File: src/hw/rtl/sbq_pkg.sv
`default_nettype none

package sbq_pkg;

	// sample and coefficient formats
	localparam int SAMPLE_WIDTH = 24;
	localparam int CHANNELS     = 2;
	localparam int COEF_WIDTH   = 32;
	localparam int FRAC_BITS    = 28;

	// full precision datapath widths: one product, then five products summed
	localparam int PROD_WIDTH = COEF_WIDTH + SAMPLE_WIDTH;
	localparam int ACC_WIDTH  = PROD_WIDTH + 3;
	localparam int RND_WIDTH  = ACC_WIDTH - FRAC_BITS;

	// register file addressing
	localparam int DATA_WIDTH      = 32;
	localparam int REG_INDEX_WIDTH = 3;
	localparam int ADDR_WIDTH      = REG_INDEX_WIDTH + 2;

	localparam logic [REG_INDEX_WIDTH-1:0] REG_B0 = 3'd0;
	localparam logic [REG_INDEX_WIDTH-1:0] REG_B1 = 3'd1;
	localparam logic [REG_INDEX_WIDTH-1:0] REG_B2 = 3'd2;
	localparam logic [REG_INDEX_WIDTH-1:0] REG_A1 = 3'd3;
	localparam logic [REG_INDEX_WIDTH-1:0] REG_A2 = 3'd4;

	// unity gain in Q4.28
	localparam logic [COEF_WIDTH-1:0] COEF_ONE  = COEF_WIDTH'(1) << FRAC_BITS;
	localparam logic [COEF_WIDTH-1:0] COEF_ZERO = '0;

	typedef logic signed [SAMPLE_WIDTH-1:0] sample_t;
	typedef logic signed [COEF_WIDTH-1:0]   coef_t;
	typedef logic signed [PROD_WIDTH-1:0]   prod_t;
	typedef logic signed [ACC_WIDTH-1:0]    acc_t;
	typedef logic signed [RND_WIDTH-1:0]    rnd_t;

	typedef struct packed {
		coef_t b0;
		coef_t b1;
		coef_t b2;
		coef_t a1;
		coef_t a2;
	} coef_set_t;

	// saturation limits
	localparam logic [SAMPLE_WIDTH-1:0] SAMPLE_MAX = {1'b0, {(SAMPLE_WIDTH-1){1'b1}}};
	localparam logic [SAMPLE_WIDTH-1:0] SAMPLE_MIN = {1'b1, {(SAMPLE_WIDTH-1){1'b0}}};

	// one half lsb of the output, for round to nearest with ties upward
	localparam logic [ACC_WIDTH-1:0] ROUND_BIAS =
		{{(ACC_WIDTH-FRAC_BITS){1'b0}}, 1'b1, {(FRAC_BITS-1){1'b0}}};

endpackage

`default_nettype wire

File: src/hw/rtl/sbq_apb_regs.sv
`default_nettype none

module sbq_apb_regs
	import sbq_pkg::*;
(
	input  wire logic                  clk,
	input  wire logic                  arst_n,
	input  wire logic                  psel,
	input  wire logic                  penable,
	input  wire logic                  pwrite,
	input  wire logic [ADDR_WIDTH-1:0] paddr,
	input  wire logic [DATA_WIDTH-1:0] pwdata,
	output logic      [DATA_WIDTH-1:0] prdata,
	output logic                       pready,
	output coef_set_t                  coefs
);

	coef_set_t                  coefs_q;
	logic [REG_INDEX_WIDTH-1:0] reg_index;
	logic                       wr_en;

	assign reg_index = paddr[ADDR_WIDTH-1:2];
	assign wr_en     = psel & penable & pwrite;
	assign pready    = 1'b1;
	assign coefs     = coefs_q;

	always_ff @(posedge clk or negedge arst_n) begin
		if (!arst_n) begin
			coefs_q.b0 <= COEF_ONE;
			coefs_q.b1 <= COEF_ZERO;
			coefs_q.b2 <= COEF_ZERO;
			coefs_q.a1 <= COEF_ZERO;
			coefs_q.a2 <= COEF_ZERO;
		end else if (wr_en) begin
			unique case (reg_index)
				REG_B0: coefs_q.b0 <= pwdata;
				REG_B1: coefs_q.b1 <= pwdata;
				REG_B2: coefs_q.b2 <= pwdata;
				REG_A1: coefs_q.a1 <= pwdata;
				REG_A2: coefs_q.a2 <= pwdata;
				default: ; // unmapped address, write dropped
			endcase
		end
	end

	always_comb begin
		unique case (reg_index)
			REG_B0: prdata = coefs_q.b0;
			REG_B1: prdata = coefs_q.b1;
			REG_B2: prdata = coefs_q.b2;
			REG_A1: prdata = coefs_q.a1;
			REG_A2: prdata = coefs_q.a2;
			default: prdata = '0;
		endcase
	end

endmodule

`default_nettype wire

File: config.mk
export PLATFORM = sky130hd
export DESIGN_NAME = sbq_apb_regs
export DESIGN_NICKNAME = d
export VERILOG_FILES = /design/src/hw/rtl/sbq_pkg.sv /design/src/hw/rtl/sbq_apb_regs.sv
export SDC_FILE = /design/constraint.sdc
export NUM_CORES = 1
export LEC_CHECK = 0
export ABC_CLOCK_PERIOD_IN_PS = 1100
export BUFFER_PORTS_ARGS = -buffer_cell sky130_fd_sc_hd__buf_2
export CAP_MARGIN = 20
export CORE_ASPECT_RATIO = 1.5
export CORE_MARGIN = 1.5
export CORE_UTILIZATION = 35
export CTS_CLUSTER_DIAMETER = 100
export DETAILED_ROUTE_END_ITERATION = 6
export MAX_ROUTING_LAYER = met4
export PLACE_DENSITY = 0.7
export SLEW_MARGIN = 20
export SYNTH_ARGS = -nofsm -noshare
export SYNTH_HDL_FRONTEND = slang
export SYNTH_SLANG_ARGS = --single-unit
File: constraint.sdc
create_clock -name clk -period 1.1 [get_ports clk]
set_input_delay 0.055 -clock clk [delete_from_list [all_inputs] [get_ports clk]]
set_output_delay 0.055 -clock clk [all_outputs]
set_load 0.01 [all_outputs]
== Word level (Yosys, flattened, before mapping) ==
Index checks and enable logic that the tools add are counted.
Word-level totals
  bits in registers: 160
  word-level logic and storage cells: 18
Cells by class
  equality and inequality tests: 4
  mux-type cells: 1
  bitwise gates (word level): 2
  reductions and logical operators: 6
Operator list (number)
  $pmux 32 s5: 1
  $reduce_and 2->1: 5
  $eq 3x2->1 const B: 2
  $eq 3x1->1 const B: 1
  $eq 3x3->1 const B: 1
  $logic_not 3->1: 1
  $and 1x1->1: 2

== Longest topological paths before layout ==
  depth after elaboration: 3
  mapped depth: 6
  mapped depth without buffers: 3

== Least setup slack after synthesis ==
Ideal clock, no wire load.
  path kind: input to output
  start point: input paddr[2]
  end point: output prdata[10]
  data arrival time: 1.228 ns
  required time: 1.045 ns
  path slack: -0.183 ns
  stages on the path: 5
  path buffers: 2
  cells stage by stage: buf_2 clkbuf_1 mux2_2 a32oi_1 o21ai_0
Between the ends
  longest elaborated chain between the ends: 2
  elaborated cells between the ends (all ways): 6
  classes of those cells: 4 x eq/ne; 1 x mux; 1 x reduce/logical
RTL lines
  start, declared: line sbq_apb_regs.sv:11  | input wire logic [ADDR_WIDTH-1:0] paddr,
  $eq 3x3->1, or another cell as far along: line sbq_apb_regs.sv:47  | unique case (reg_index)
  $pmux 32 s5 *: line sbq_apb_regs.sv:47
  end, declared: line sbq_apb_regs.sv:13  | output logic [DATA_WIDTH-1:0] prdata,
Mark *: on every way between the ends. The rest lies on a longest branch, timed or not.

== Worst setup path after layout ==
  start point: register coefs_q (netlist bit coefs[59])
  end point: output prdata[27]
Between the ends
  longest elaborated chain between the ends: 1
RTL lines
  start, declared: line sbq_apb_regs.sv:18  | coef_set_t coefs_q;
  $pmux 32 s5: line sbq_apb_regs.sv:47
No other way between the ends.

==> reports/summary.txt <==
Fin crit period -> 1.61 ns
Routed length per instance -> 22.1 um
Mapped Nets -> 547
Row count -> 64
Via count -> 6045
Static leakage -> 5.77 nW
Post-synth top flop -> dfrtp_1
Worst-path cell chain -> mux2_2, a32oi_1, o21ai_1, buf_2
First-pass GRT wire length -> 37.8 mm
CP Max Fanout -> 2
WS Path Type -> reg2out
R2R Setup Slk -> 0.08 ns
Post-synth EDFFs -> 0
Period Utilization, post-route -> 146%
Largest net degree at the start of global routing -> 44
Vias in the first global route -> 6459
CTS root buffer -> clkbuf_16
Worst vdd ir -> 0.851 mV
Cells after synthesis -> 505
Worst reg2reg path endpoint -> coefs[36]
Cell Area, Synth -> 0.00731 mm2
Hold slack final -> 0.0487 ns
Final antenna-violating net count -> 0
Worst R2R Path Depth -> 3
Max-Cap Viols -> 0
Grt ovf -> 0
Slowest-stage cell, CP -> dfrtp_1
Initial Util -> 35.8%
H-tree levels -> 4
Placed instance area -> 0.00978 mm2
DRC viols -> 0
Fin area -> 0.0116 mm2
Die area -> 0.0218 mm2
Failing checks -> setup timing
Fill cells -> 1623
Final GP Congestion -> 0.809
P per Cell Area -> 1740 mW/mm2
FFs w/ async S/R, synth -> 100%
Area Overhead vs Synth -> 59.4%
Die width -> 121 um
Initial antenna violation count -> 0
Worst-Skew Late Latency -> 0.42 ns
I/O pins -> 235
Nets -> 923
Die height -> 180 um
Final Hold Viols -> 0
TritonCTS clock tree -> done
Setup TNS -> -16.21 ns
Finished Core Util -> 57.0%
Nature of the critical path startpoint -> flop
DR pass1 iterations -> 4
Fmax -> 0.622 GHz
Skew final -> 0 ns
Hpwl dp -> 16.4 mm
Sequential area share after synthesis -> 54.8%
Vias per Instance -> 5.23
Final std cells w/o fill -> 1156
Post-synth cell types -> 25
# setup viols final -> 113
Placed Cells incl. Taps -> 1067
Worst Setup End Kind -> output pin
Bufs and invs on worst path -> 1
# port buffers -> 231
Worst EP required -> 1.04 ns
DR iter-0 viols -> 269
CP peak stage delay -> 0.39 ns
R2r startpoint -> coefs[36]
RSZ-0062 raised after global routing -> true
Clk slew on worst S/H paths -> 0.06 ns
Syn Area/Cell -> 14.5 um2
CTS max path bufs -> 2
Core area -> 0.0204 mm2
Antenna diodes -> 0
Status -> finished with violations
Post-layout worst setup margin -> -0.508 ns
Routed wire length -> 25.5 mm
Max reg flops -> 160
Worst Hold Class -> in2async
Yosys warns -> 0
Fin. max-slew vios -> 0
Cts bufs inserted -> 17
GRT Overall Usage -> 23.7%
#FFs+latches synth -> 160
CP delay by family, top -> flip-flops
CTS sink cnt -> 160
Share of cells above drive strength 1 -> 68.3%
Arrival @ worst endpoint -> 1.55 ns
==> what timing repair did <==
item                                    CTS  global route
hold buffers                             33             0
endpoints found under the setup margin   92           118
buffers inserted                         17            38
cloned                                    0             3
pin swaps                                 8            12
resized for setup                       151            53
hold endpoints to repair                320             0
==> cell families after synthesis <==
logic type | Yosys count | share of synthesized area (%)
buffers and inverters | 43 | 3.22
other | 1 | 0.0513
multiplexers | 192 | 31.1
AND/OR/NAND/NOR | 13 | 1.44
flip-flops | 160 | 54.8
AO/OA/AOI/OAI | 96 | 9.33
==> synthesized netlist by cell type (2+ instances only) <==
| master | count | area, um2 |
|---|---|---|
| nor2_1 | 2 | 7.51 |
| a22oi_1 | 31 | 233 |
| buf_4 | 11 | 82.6 |
| buf_6 | 3 | 33.8 |
| nand2_1 | 2 | 7.51 |
| buf_2 | 8 | 40.0 |
| clkbuf_1 | 19 | 71.3 |
| dfrtp_1 | 159 | 3980 |
| o21ai_0 | 32 | 160 |
| nor2b_1 | 2 | 12.5 |
| nor3b_2 | 2 | 25.0 |
| a32oi_1 | 32 | 280 |
| mux2_2 | 161 | 1810 |
| mux2_4 | 30 | 450 |
==> routing by layer <==
metal | vias to the layer above | global-route usage [%] | wire, um
met5 | - | - | 0
met2 | 226 | 40.3 | 13500
met1 | 3112 | 26.9 | 10200
li1 | 2654 | - | -
met4 | 0 | 11.5 | 880
met3 | 53 | 3.97 | 956
==> through the flow <==
stage / total power [mW] / setup WS, ns
after floorplan: 10.5 / -0.165
after global placement: 13.4 / -0.387
after detailed placement: 13.5 / -0.426
after CTS: 20.0 / -0.486
after global routing: 21.2 / -0.587
final: 20.3 / -0.508
==> where the power goes <==
part,switching (mW),internal (mW)
registers,0.979,7.05
clock network,2.40,2.88
logic,2.77,4.18
==> layout make-up <==
cell class	count	area, um2	share of cell area (%)
inverters	1	6.26	0.0537
clock buffers	18	439	3.77
well taps	264	330	2.84
repair buffers	399	3410	29.3
flip-flops and latches	160	4010	34.4
clock inverters	12	72.6	0.623
multi-input cells	302	3380	29.0
==> cell usage in the layout, fill, tap and decap left out, drive strengths merged, types with 2 or more instances in the layout <==
cell           n
clkinv        10
o21ai         32
a32oi         32
nor2           2
nor3b          2
a22oi         31
dfrtp        159
mux2         192
buf          364
clkbuf        20
dlygate4sd3   33
clkinvlp       2
nand2          2
nor2b          2
==> how the worst max path moves through the flow <==
stage	endpoint	start	cells after the start
detailed placement	coefs[84]	paddr[4]	6
CTS	prdata[7]	coefs[39]	4
global placement	coefs[81]	paddr[4]	6
global route	prdata[27]	coefs[91]	4
floorplan	coefs[128]	paddr[4]	5
finish	prdata[27]	coefs[59]	4
Power figures use the tool's default switching activity.
